$ cat src/design/vmp_pkg.sv
// shared types and constants of the 2x2x2 mean-pool downsampler
`default_nettype none

package vmp_pkg;

  // sample and result widths
  localparam int SAMPLE_W = 16;
  localparam int PAIR_W   = SAMPLE_W + 1;
  localparam int QUAD_W   = SAMPLE_W + 2;
  localparam int TOTAL_W  = SAMPLE_W + 3;

  // configuration register widths and reset values
  localparam int VOL_WIDTH_W  = 10;
  localparam int VOL_HEIGHT_W = 10;
  localparam int VOL_DEPTH_W  = 13;
  localparam int CFG_DATA_W   = 13;
  localparam int CFG_ADDR_W   = 2;

  localparam logic [VOL_WIDTH_W-1:0]  VOL_WIDTH_RST  = 10'd512;
  localparam logic [VOL_HEIGHT_W-1:0] VOL_HEIGHT_RST = 10'd512;
  localparam logic [VOL_DEPTH_W-1:0]  VOL_DEPTH_RST  = 13'd4096;

  // smallest usable dimension
  localparam int MIN_DIM = 2;

  // register indexes
  localparam logic [CFG_ADDR_W-1:0] REG_VOL_WIDTH  = 2'd0;
  localparam logic [CFG_ADDR_W-1:0] REG_VOL_HEIGHT = 2'd1;
  localparam logic [CFG_ADDR_W-1:0] REG_VOL_DEPTH  = 2'd2;

  // position flags of the voxel at the input
  typedef struct packed {
    logic pair_lo;   // even column inside the pooled region
    logic pair_hi;   // odd column inside the pooled region
    logic row_odd;   // odd row
    logic plane_odd; // odd plane
    logic last;      // completes the final cube of the volume
  } pos_flags_t;

endpackage

`default_nettype wire

$ cat src/design/vmp_pos.sv
// configuration registers, raster position counters and store addresses
`default_nettype none

module vmp_pos #(
  parameter int MAX_WIDTH  = 512,
  parameter int MAX_HEIGHT = 512,
  parameter int MAX_DEPTH  = 4096,
  parameter int XW = ((MAX_WIDTH / 2) > 1) ? $clog2(MAX_WIDTH / 2) : 1,
  parameter int QW = (((MAX_WIDTH / 2) * (MAX_HEIGHT / 2)) > 1) ?
                     $clog2((MAX_WIDTH / 2) * (MAX_HEIGHT / 2)) : 1
) (
  input  wire logic                            clk,
  input  wire logic                            rst_n,
  input  wire logic                            cfg_we,
  input  wire logic [vmp_pkg::CFG_ADDR_W-1:0]  cfg_addr,
  input  wire logic [vmp_pkg::CFG_DATA_W-1:0]  cfg_wdata,
  input  wire logic                            accept,
  output vmp_pkg::pos_flags_t                  flags,
  output logic      [XW-1:0]                   x_addr,
  output logic      [QW-1:0]                   quad_idx
);

  import vmp_pkg::*;

  localparam int CW = $clog2(MAX_WIDTH);
  localparam int RW = $clog2(MAX_HEIGHT);
  localparam int PW = $clog2(MAX_DEPTH);
  localparam int WW = $clog2(MAX_WIDTH + 1);
  localparam int HW = $clog2(MAX_HEIGHT + 1);
  localparam int DW = $clog2(MAX_DEPTH + 1);

  logic [VOL_WIDTH_W-1:0]  vol_width_r;
  logic [VOL_HEIGHT_W-1:0] vol_height_r;
  logic [VOL_DEPTH_W-1:0]  vol_depth_r;

  logic [CW-1:0] col_r,   col_nxt;
  logic [RW-1:0] row_r,   row_nxt;
  logic [PW-1:0] plane_r, plane_nxt;
  logic [QW-1:0] qidx_r,  qidx_nxt;

  logic [31:0]   w32, h32, d32;
  logic [WW-1:0] w_eff, w_even;
  logic [HW-1:0] h_eff, h_even;
  logic [DW-1:0] d_eff, d_even;
  logic          col_last, row_last, plane_last;
  logic          in_region, quad_item, cfg_hit;

  // clamp the registers into the usable range
  always_comb begin
    if (32'(vol_width_r) < MIN_DIM) w32 = MIN_DIM;
    else if (32'(vol_width_r) > MAX_WIDTH) w32 = MAX_WIDTH;
    else w32 = 32'(vol_width_r);
    if (32'(vol_height_r) < MIN_DIM) h32 = MIN_DIM;
    else if (32'(vol_height_r) > MAX_HEIGHT) h32 = MAX_HEIGHT;
    else h32 = 32'(vol_height_r);
    if (32'(vol_depth_r) < MIN_DIM) d32 = MIN_DIM;
    else if (32'(vol_depth_r) > MAX_DEPTH) d32 = MAX_DEPTH;
    else d32 = 32'(vol_depth_r);
  end

  assign w_eff  = WW'(w32);
  assign h_eff  = HW'(h32);
  assign d_eff  = DW'(d32);
  assign w_even = {w_eff[WW-1:1], 1'b0};
  assign h_even = {h_eff[HW-1:1], 1'b0};
  assign d_even = {d_eff[DW-1:1], 1'b0};

  // position decode
  assign col_last   = (WW'(col_r) == w_eff - WW'(1));
  assign row_last   = (HW'(row_r) == h_eff - HW'(1));
  assign plane_last = (DW'(plane_r) == d_eff - DW'(1));
  assign in_region  = (WW'(col_r) < w_even) && (HW'(row_r) < h_even) &&
                      (DW'(plane_r) < d_even);
  assign quad_item  = in_region && col_r[0] && row_r[0];

  always_comb begin
    flags.pair_lo   = in_region && !col_r[0];
    flags.pair_hi   = in_region && col_r[0];
    flags.row_odd   = row_r[0];
    flags.plane_odd = plane_r[0];
    flags.last      = (DW'(plane_r) == d_even - DW'(1)) &&
                      (HW'(row_r) == h_even - HW'(1)) &&
                      (WW'(col_r) == w_even - WW'(1));
  end

  assign x_addr   = XW'(col_r >> 1);
  assign quad_idx = qidx_r;

  // a write to a listed register restarts the volume
  always_comb begin
    unique case (cfg_addr)
      REG_VOL_WIDTH, REG_VOL_HEIGHT, REG_VOL_DEPTH: cfg_hit = cfg_we;
      default:                                      cfg_hit = 1'b0;
    endcase
  end

  // next position
  always_comb begin
    col_nxt   = col_r;
    row_nxt   = row_r;
    plane_nxt = plane_r;
    qidx_nxt  = qidx_r;
    priority if (cfg_hit) begin
      col_nxt   = '0;
      row_nxt   = '0;
      plane_nxt = '0;
      qidx_nxt  = '0;
    end else if (accept) begin
      if (quad_item) qidx_nxt = qidx_r + QW'(1);
      if (col_last) begin
        col_nxt = '0;
        if (row_last) begin
          row_nxt  = '0;
          qidx_nxt = '0;
          plane_nxt = plane_last ? '0 : plane_r + PW'(1);
        end else begin
          row_nxt = row_r + RW'(1);
        end
      end else begin
        col_nxt = col_r + CW'(1);
      end
    end
  end

  // position and configuration registers
  always_ff @(posedge clk) begin
    if (!rst_n) begin
      vol_width_r  <= VOL_WIDTH_RST;
      vol_height_r <= VOL_HEIGHT_RST;
      vol_depth_r  <= VOL_DEPTH_RST;
      col_r        <= '0;
      row_r        <= '0;
      plane_r      <= '0;
      qidx_r       <= '0;
    end else begin
      col_r   <= col_nxt;
      row_r   <= row_nxt;
      plane_r <= plane_nxt;
      qidx_r  <= qidx_nxt;
      if (cfg_we) begin
        unique case (cfg_addr)
          REG_VOL_WIDTH:  vol_width_r  <= cfg_wdata[VOL_WIDTH_W-1:0];
          REG_VOL_HEIGHT: vol_height_r <= cfg_wdata[VOL_HEIGHT_W-1:0];
          REG_VOL_DEPTH:  vol_depth_r  <= cfg_wdata[VOL_DEPTH_W-1:0];
          default: ;
        endcase
      end
    end
  end

endmodule

`default_nettype wire
$ cat config.mk
export PLATFORM = sky130hd
export DESIGN_NAME = vmp_pos
export DESIGN_NICKNAME = d
export VERILOG_FILES = /design/src/design/vmp_pkg.sv /design/src/design/vmp_pos.sv
export SDC_FILE = /design/constraint.sdc
export NUM_CORES = 1
export LEC_CHECK = 0
export BUFFER_PORTS_ARGS = -buffer_cell sky130_fd_sc_hd__buf_2
export CAP_MARGIN = 20
export CORE_UTILIZATION = 32
export CTS_CLUSTER_SIZE = 28
export DETAILED_ROUTE_END_ITERATION = 6
export SLEW_MARGIN = 20
export SYNTH_ARGS = -nofsm -noshare
export SYNTH_HDL_FRONTEND = slang
export SYNTH_SLANG_ARGS = --single-unit
export TNS_END_PERCENT = 5
$ cat constraint.sdc
create_clock -name clk -period 5.26 [get_ports clk]
set_input_delay 1.052 -clock clk [delete_from_list [all_inputs] [get_ports clk]]
set_output_delay 1.052 -clock clk [all_outputs]
set_load 0.05 [all_outputs]
==> impl_metrics.json, run 1 <==
{
  "status": "finished, final reports clean",
  "clk_path_buf_depth": 2,
  "die_h_um": 144,
  "netlist.area_leader.share": 0.244,
  "setup_viol": 0,
  "path_clk_slew_ps": 70,
  "port_buffers": 47,
  "crit_start": "vol_height_r[5]",
  "core_area_um2": 19700,
  "grt_pass1_wl_um": 29800,
  "num_io_pins": 48,
  "min_period_ps": 5040,
  "endpoint_kind": "primary output",
  "period_share": 0.958,
  "rsz0062_at_grt": "false",
  "synth.area.top_cells": "dfxtp_1, ha_1, xnor2_1",
  "place_hpwl_um": 14400,
  "yosys.cell_types.count": 68,
  "worstHoldPathCells": 2,
  "h-tree-depth": 3,
  "fin_setup_tns_ps": 0,
  "combPwrFrac": 0.146,
  "timing.fmax_mhz": 198,
  "hold_viol": 0,
  "finalWirelength_um": 18800,
  "syn2layout_area_growth_pct": 11.8,
  "clkLatencyLatePin_ps": 350,
  "p_leak_nw": 2.66,
  "wl_per_cell_um": 16.7,
  "cts_root_buf": "clkbuf_16",
  "r2r-start": "vol_width_r[3]",
  "overflow": 0,
  "start_util": 0.329,
  "synthDominantAreaCellType": "dfxtp_1",
  "final_layout_size_suffix_gt1_frac": 0.129,
  "vias": 6127,
  "nets": 906,
  "async_flop_share": 0,
  "syn_inst": 833,
  "yosysMostFrequentCell": "dfxtp_1",
  "syn_area_per_cell_um2": 7.77,
  "viasPerCell": 5.47,
  "synth_seq_cells": 79,
  "clkPwrFrac": 0.430,
  "drv_cap": 0,
  "max_slew_margin": 0.304,
  "synth_edf_count": 0,
  "fillers": 2125,
  "cp.required_ps": 4210,
  "grt_pass1_vias": 5568,
  "yosys-top-cells-count": "dfxtp_1, nand2_1, nor2_1",
  "die_area_um2": 20800,
  "cp.arrival_ps": 3990,
  "die_w_um": 144,
  "rows": 51,
  "drt-initial-drc-count": 461,
  "antenna_found_initial": 0,
  "placed_area_um2": 6880,
  "synth_flop_cell": "dfxtp_1",
  "antenna_left": 0,
  "syn-cell-area_um2": 6470,
  "hp-class": "flop to flop",
  "power_density_nw_per_um2": 204,
  "grt_max_degree": 36,
  "worstSetupPathType": "flop to primary output",
  "p_sw_frac": 0.279,
  "cts_tree": "done",
  "antenna_cells": 0,
  "r2r_slack_ps": 1260,
  "seqPwrFrac": 0.424,
  "first_pass_iters": 5,
  "p_int_mw": 1.06,
  "crit_fanout": 8,
  "cts_buffers": 9,
  "ys_warn_count": 0,
  "critPathCapture": "flags[0]",
  "final_cell_area_um2": 7240,
  "clkSinkCount": 79,
  "grt.total_usage": 0.186,
  "fin_skew_ps": 9.29,
  "peakVddDrop_uv": 135,
  "slew_viol_final": 0,
  "startpoint_type": "flop",
  "drc": 0,
  "worst_pin_slew_ps": 1030,
  "synth_nets": 889,
  "place.gp.congestion": 0.888,
  "r2r-end": "plane_r[10]",
  "synth_seq_area_share": 0.244,
  "switchingPower_mw": 0.412,
  "reg2reg_depth": 14,
  "ctsHoldBuffers": 0
}
==> timing repair <==
| item | in CTS | in global routing |
|---|---|---|
| pin swaps | 0 | 3 |
| hold endpoints to repair | 0 | 0 |
| setup endpoints to repair | 1 | 3 |
| resized for setup | 3 | 7 |
| setup buffers | 0 | 2 |
==> critical path, stage by stage, from the launching register on <==
cell and delay [ps]:
dfxtp_1 410, nor4_4 470, a21oi_1 170, or2_2 340, ha_1 300, xnor2_1 130
nor4_1 210, o2111ai_1 170, a2111oi_1 340, nand3_1 110, or4_1 480, nor4_4 290
buf_6 210
==> power groups by stage <==
| stage | clock network [mW] | registers (mW) | logic, mW |
|---|---|---|---|
| finish | 0.634 | 0.625 | 0.216 |
| global route | 0.676 | 0.626 | 0.236 |
| CTS | 0.648 | 0.624 | 0.210 |
| detailed placement | 0 | 0.637 | 0.208 |
| global placement | 0 | 0.637 | 0.208 |
| floorplan | 0 | 0.629 | 0.156 |
==> cells by family after synthesis <==
logic type                 share of synthesized area
and+or+nand+nor                                0.285
AOI/OAI and AO/OA                              0.194
buffers and inverters                         0.0651
DFF                                            0.244
xor gates and xnor gates                       0.103
adders and majority gates                     0.0715
muxes                                         0.0375
==> worst min path at each step <==
stage                               from        endpoint  slack, ps
after floorplan           vol_depth_r[0]  vol_depth_r[0]        440
after global routing         quad_idx[4]     quad_idx[4]        540
final                        quad_idx[4]     quad_idx[4]        500
after CTS                    quad_idx[4]     quad_idx[4]        510
after global placement       quad_idx[4]     quad_idx[4]        490
after detailed placement     quad_idx[4]     quad_idx[4]        500
==> layer usage <==
metal  global-route usage  part of all wire  vias to the layer above
li1                     -                 -                     3019
met1                0.245              0.46                     2907
met2                0.298              0.46                      168
met3               0.0325             0.043                       33
met4               0.0776             0.032                        0
met5                    0                 0                        -
==> area by class of cell <==
class	instances	area [um2]	share of cell area
Tap cell	265	332	0.0458
Clock inverter	7	73.8	0.0102
Inverter	37	139	0.0192
Timing Repair Buffer	64	369	0.0510
Multi-Input combinational cell	659	4520	0.624
Sequential cell	79	1580	0.219
Clock buffer	9	225	0.0311
==> stage by stage <==
step	hold WS, ps	instances	util	total power, mW	setup WS [ps]
finish	497	1120	0.368	1.48	221
global route	538	1120	0.368	1.54	7.05
CTS	506	1118	0.366	1.48	54.8
detailed placement	497	1102	0.350	0.846	282
global placement	486	1102	0.350	0.845	487
floorplan	444	833	-	0.785	174
==> state kept, by name (all words and copies together) (netlist names) <==
signal	cells
col_r	9
plane_r	12
quad_idx	16
row_r	9
vol_depth_r	13
vol_height_r	10
vol_width_r	10
==> cells in the final DEF, fill, tap and decap left out, types with 5 or more instances in the layout <==
master,netlist,routed
buf_4,10,17
nor3_1,10,10
nor2_1,61,60
and3_1,13,13
a21boi_0,13,13
nand2_1,75,75
o211ai_1,10,10
or4_1,5,5
a31o_2,6,6
ha_1,37,37
o21ai_0,33,33
a211oi_1,7,7
nand3_1,29,29
inv_1,37,37
a21o_1,8,8
o2111ai_1,5,5
a31oi_1,6,6
nor4_4,4,5
nand2b_1,25,25
nand4_1,21,21
xor2_1,26,26
dfxtp_1,79,78
or3_1,10,10
o21a_1,8,8
nand3b_1,5,5
buf_2,10,46
and2_1,7,7
mux2i_1,22,22
xnor2_1,50,50
nor4_1,23,20
o31ai_1,6,6
nor2b_1,32,32
clkbuf_16,0,9
a21oi_1,43,43
Power figures use the tool's default switching activity.
==> inputs of run 2 (changes only) <==
--- a/config.mk
+++ b/config.mk
@@ -10,6 +10,7 @@
 export CORE_UTILIZATION = 32
 export CTS_CLUSTER_SIZE = 28
 export DETAILED_ROUTE_END_ITERATION = 6
+export PLACE_DENSITY = 0.55
 export SLEW_MARGIN = 20
 export SYNTH_ARGS = -nofsm -noshare
 export SYNTH_HDL_FRONTEND = slang
==> run 2 against run 1 <==
Effect of this change: sequential share of layout area about the same; via count down 0.67%; design area down 0.12%; sequential cell count unchanged; die area unchanged; final cell count up 0.45%; highest routed layer unchanged; register-to-register slack worse by 70 ps; non-clock buffer count up 5; core utilization about the same; maximum frequency up 0.56%; critical endpoint unchanged; first-iteration DRC count down 2.8%.
==> impl_metrics.json, run 2 (synthesis gave the netlist of run 1 again) <==
{
  "core_area_um2": 19700,
  "endpoint_kind": "primary output",
  "drc": 0,
  "drv_cap": 0,
  "start_util": 0.329,
  "mostFrequentLayoutCells": "dfxtp_1, nand2_1, nor2_1",
  "combPwrFrac": 0.155,
  "first_pass_iters": 5,
  "die_area_um2": 20800,
  "slew_viol_final": 0,
  "startpoint_type": "flop",
  "antenna_cells": 0,
  "seqCellArea_um2": 1580,
  "clk_path_buf_depth": 2,
  "final_layout_size_suffix_gt1_frac": 0.133,
  "nets": 911,
  "max_slew_margin": 0.319,
  "crit_fanout": 6,
  "clkSinkCount": 79,
  "place_hpwl_um": 14400,
  "finalPower_mw": 1.42,
  "syn2layout_area_growth_pct": 11.7,
  "clkPwrFrac": 0.407,
  "p_leak_nw": 2.66,
  "clkLatencyLatePin_ps": 350,
  "die_h_um": 144,
  "dp_cells": 1103,
  "switchingPower_mw": 0.411,
  "setup_viol": 0,
  "overflow": 0,
  "fin_skew_ps": 7.90,
  "seqPwrFrac": 0.438,
  "p_int_mw": 1.01,
  "p_sw_frac": 0.288,
  "peakVddDrop_uv": 117,
  "grt_max_degree": 36,
  "worst_pin_slew_ps": 1020,
  "cp.required_ps": 4210,
  "min_period_ps": 5010,
  "cts_buffers": 9,
  "dp_slack_ps": 404,
  "grt_pass1_vias": 5383,
  "fillers": 2117,
  "status": "finished, final reports clean",
  "multi_input_area_um2": 4510,
  "period_share": 0.953,
  "hold_viol": 0,
  "cts_root_buf": "clkbuf_16",
  "cp.arrival_ps": 3960,
  "rows": 51,
  "cts_tree": "done",
  "worst_slack_ps": 249,
  "timing.fmax_mhz": 200,
  "wl_per_cell_um": 16.7,
  "drt-initial-drc-count": 448,
  "viasPerCell": 5.41,
  "final_core_util": 0.368,
  "num_io_pins": 48,
  "largest_reg_flops": 16,
  "grt_pass1_wl_um": 30000,
  "antenna_left": 0,
  "port_buffers": 47,
  "final_common_cell": "dfxtp_1",
  "path_clk_slew_ps": 70,
  "finalWirelength_um": 18800,
  "die_w_um": 144,
  "place.gp.congestion": 0.897,
  "power_density_nw_per_um2": 197,
  "grt.total_usage": 0.188,
  "hp-class": "flop to flop",
  "worstSetupPathType": "flop to primary output",
  "vias": 6086,
  "instances_no_fill": 1125,
  "h-tree-depth": 3,
  "antenna_found_initial": 0
}
## run 2: cell types whose count changed in the layout (fill, tap and decap cells not counted), sizes merged
cell / delta
bufinv: -1
clkinvlp: +1
buf: +5
## run 2: what timing repair did
action | 4_1_cts | 5_1_grt
endpoints found under the setup margin | 0 | 3
hold buffers | 0 | 0
resized for setup | 0 | 7
buffers inserted | 0 | 6
## run 2: path summary, 6_finish.rpt
path	start	end	slack, ps	cells past startpoint
worst max-delay path	vol_depth_r[2]	flags[0]	250	13
worst min-delay path	quad_idx[4]	quad_idx[4]	510	2
worst max register to register	vol_depth_r[2]	plane_r[9]	1190	13
worst min register to register	quad_idx[4]	quad_idx[4]	510	2
## run 2: metal layers
layer / share of wire / GRT usage
met1: 0.48 / 0.263
met2: 0.46 / 0.299
met3: 0.042 / 0.0285
met4: 0.013 / 0.0493
met5: 0 / 0
## run 2: critical path, stage by stage, from the launching register on
cell and delay [ps]:
dfxtp_1 360, nor4_4 430, and2_1 210, a21oi_1 120, or2_2 340, ha_1 260, o2111ai_1 120, xor2_1 210
nand2_1 110, a2111oi_0 380, nand3_1 120, or4_1 470, nor4_4 250, buf_4 240
## run 2: power by group through the flow
stage | clock [mW] | combinational, mW | sequential [mW]
floorplan | 0 | 0.156 | 0.629
global placement | 0 | 0.212 | 0.636
detailed placement | 0 | 0.210 | 0.636
CTS | 0.591 | 0.211 | 0.623
global route | 0.620 | 0.241 | 0.625
finish | 0.580 | 0.220 | 0.624
## run 2: stage by stage
stage / setup TNS [ps] / instance area (um2) / hold WS, ps
6_report: 0 / 7230 / 514
4_1_cts: 0 / 7160 / 511
5_1_grt: -11.3 / 7230 / 527
3_3_place_gp: 0 / 6890 / 498
3_5_place_dp: 0 / 6890 / 501
2_1_floorplan: 0 / 6480 / 444
## run 2: area by class of cell
class | instances | area share
multi-input combinational | 659 | 0.624
clock inverter | 7 | 0.00554
sequential | 79 | 0.219
clock buffer | 9 | 0.0311
inverter | 37 | 0.0192
tap | 265 | 0.0458
timing repair buffer | 69 | 0.0557
==> inputs of run 3 (changes only) <==
--- a/config.mk
+++ b/config.mk
@@ -7,10 +7,10 @@
 export LEC_CHECK = 0
 export BUFFER_PORTS_ARGS = -buffer_cell sky130_fd_sc_hd__buf_2
 export CAP_MARGIN = 20
-export CORE_UTILIZATION = 32
+export CORE_UTILIZATION = 40
 export CTS_CLUSTER_SIZE = 28
 export DETAILED_ROUTE_END_ITERATION = 6
-export PLACE_DENSITY = 0.55
+export PLACE_DENSITY = 0.64
 export SLEW_MARGIN = 20
 export SYNTH_ARGS = -nofsm -noshare
 export SYNTH_HDL_FRONTEND = slang
==> constraint.sdc (replaced) <==
create_clock -name clk -period 6.3 [get_ports clk]
set_input_delay 1.26 -clock clk [delete_from_list [all_inputs] [get_ports clk]]
set_output_delay 1.26 -clock clk [all_outputs]
set_load 0.05 [all_outputs]
==> run 3 against run 2 <==
Effect of this change: combinational power fell by 27%; final cell count fell by 6.0%; sequential power fell by 15%; clock skew rose by 6.5 ps; design area fell by 2.5%; sequential share of layout area rose by 0.57 points; count of clock-buffer cells in the layout rose by 1; critical endpoint unchanged.
==> impl_metrics.json, run 3 (synthesis gave the netlist of run 1 again) <==
{
  "fin_setup_tns_ps": 0,
  "drc": 0,
  "crit_fanout": 12,
  "period_share": 0.919,
  "hp-class": "flop to flop",
  "port_buffers": 47,
  "final_layout_size_suffix_gt1_frac": 0.107,
  "timing.fmax_mhz": 173,
  "nets": 892,
  "final_common_cell": "dfxtp_1",
  "finalWirelength_um": 17800,
  "cts_tree": "done",
  "antenna_found_initial": 0,
  "path_clk_slew_ps": 60,
  "drt-initial-drc-count": 617,
  "largest_reg_flops": 16,
  "power_density_nw_per_um2": 179,
  "cts_root_buf": "clkbuf_16",
  "ctsHoldBuffers": 0,
  "fin_skew_ps": 14.4,
  "fillers": 1637,
  "hold_viol": 0,
  "num_io_pins": 48,
  "wl_per_cell_um": 16.8,
  "endpoint_kind": "primary output",
  "cts_buffers": 9,
  "syn2layout_area_growth_pct": 8.85,
  "r2r_slack_ps": 1750,
  "whs_ps": 507,
  "viasPerCell": 5.67,
  "finalPower_mw": 1.26,
  "cts_resized": 0,
  "reg2reg_depth": 14,
  "grt_pass1_wl_um": 28200,
  "clkLatencyLatePin_ps": 360,
  "worst_pin_slew_ps": 1080,
  "slew_viol_final": 0,
  "final_cell_area_um2": 7050,
  "max_slew_margin": 0.279,
  "drv_cap": 0,
  "rows": 46,
  "clkSinkCount": 79,
  "worstSetupPathType": "flop to primary output",
  "placed_area_um2": 6730,
  "peakVddDrop_uv": 134,
  "seqCellArea_um2": 1580,
  "core_area_um2": 15800,
  "h-tree-depth": 3,
  "overflow": 0,
  "multi_input_area_um2": 4480,
  "antenna_left": 0,
  "status": "finished, final reports clean",
  "grt_pass1_vias": 5212,
  "clk_path_buf_depth": 2,
  "min_period_ps": 5790,
  "cp.required_ps": 5040,
  "die_area_um2": 16700,
  "setup_viol": 0,
  "rsz0062_at_grt": "false",
  "antenna_cells": 0,
  "p_leak_nw": 2.58,
  "start_util": 0.409,
  "place.gp.congestion": 0.895,
  "vias": 5997,
  "place_hpwl_um": 13500,
  "startpoint_type": "flop",
  "die_w_um": 129,
  "cp.arrival_ps": 4530,
  "grt.total_usage": 0.221,
  "grt_max_degree": 36,
  "cts_setup_buffers": 0,
  "die_h_um": 129,
  "worstHoldPathCells": 2,
  "mostFrequentLayoutCells": "dfxtp_1, nand2_1, nor2_1",
  "first_pass_iters": 5
}
[run 3: changes by cell type in the layout (fill, tap and decap cells not counted)]
cell,change
buf_2,+1
buf_4,-20
bufinv_16,+2
clkbuf_8,+1
clkinv_2,-2
clkinv_4,+1
clkinvlp_4,-2
nor2_1,+1
nor2_2,-1
nor3b_1,+1
nor3b_2,-1
nor4_1,+3
nor4_2,-2
nor4_4,-1
[run 3: power by group]
part	internal (mW)	total, mW	switching [mW]
clock network	0.356	0.575	0.219
registers	0.507	0.528	0.0208
logic	0.0649	0.161	0.0965
total	0.929	1.26	0.336
[run 3: path summary, 6_finish.rpt]
check / from / to
max: vol_width_r[4] / flags[0]
max reg2reg: vol_width_r[4] / plane_r[3]
min reg2reg: quad_idx[4] / quad_idx[4]
min: quad_idx[4] / quad_idx[4]
[run 3: metal layers]
layer	global-route usage	up-vias	wire length, um
met2	0.333	167	7810
met4	0.0900	0	484
met1	0.307	2810	8540
met5	0	-	0
li1	-	2990	-
met3	0.0462	30	948
[run 3: worst max-delay path, stage by stage (launching register included)]
cell       delay [ps]
dfxtp_1           440
nor4_4            410
nor3b_1           360
a21oi_1           120
nor2_1            230
inv_1             100
ha_1              290
xnor2_1           140
a211oi_1          190
o2111ai_1         160
a2111oi_0         370
nand3_1           120
or4_1             410
nor4_1            480
buf_2             360
[run 3: area by class of cell]
type,count,area share
Clock buffer,10,0.0339
Timing Repair Buffer,50,0.0366
Tap cell,216,0.0383
Clock inverter,6,0.0119
Inverter,37,0.0197
Sequential cell,79,0.224
Multi-Input combinational cell,659,0.635
[run 3: metrics by stage]
stage / instances / util / setup WS [ps]
CTS: 1057 / 0.445 / 565
global route: 1057 / 0.445 / 108
global placement: 1041 / 0.425 / 1050
finish: 1057 / 0.445 / 513
floorplan: 833 / - / 453
detailed placement: 1041 / 0.425 / 961
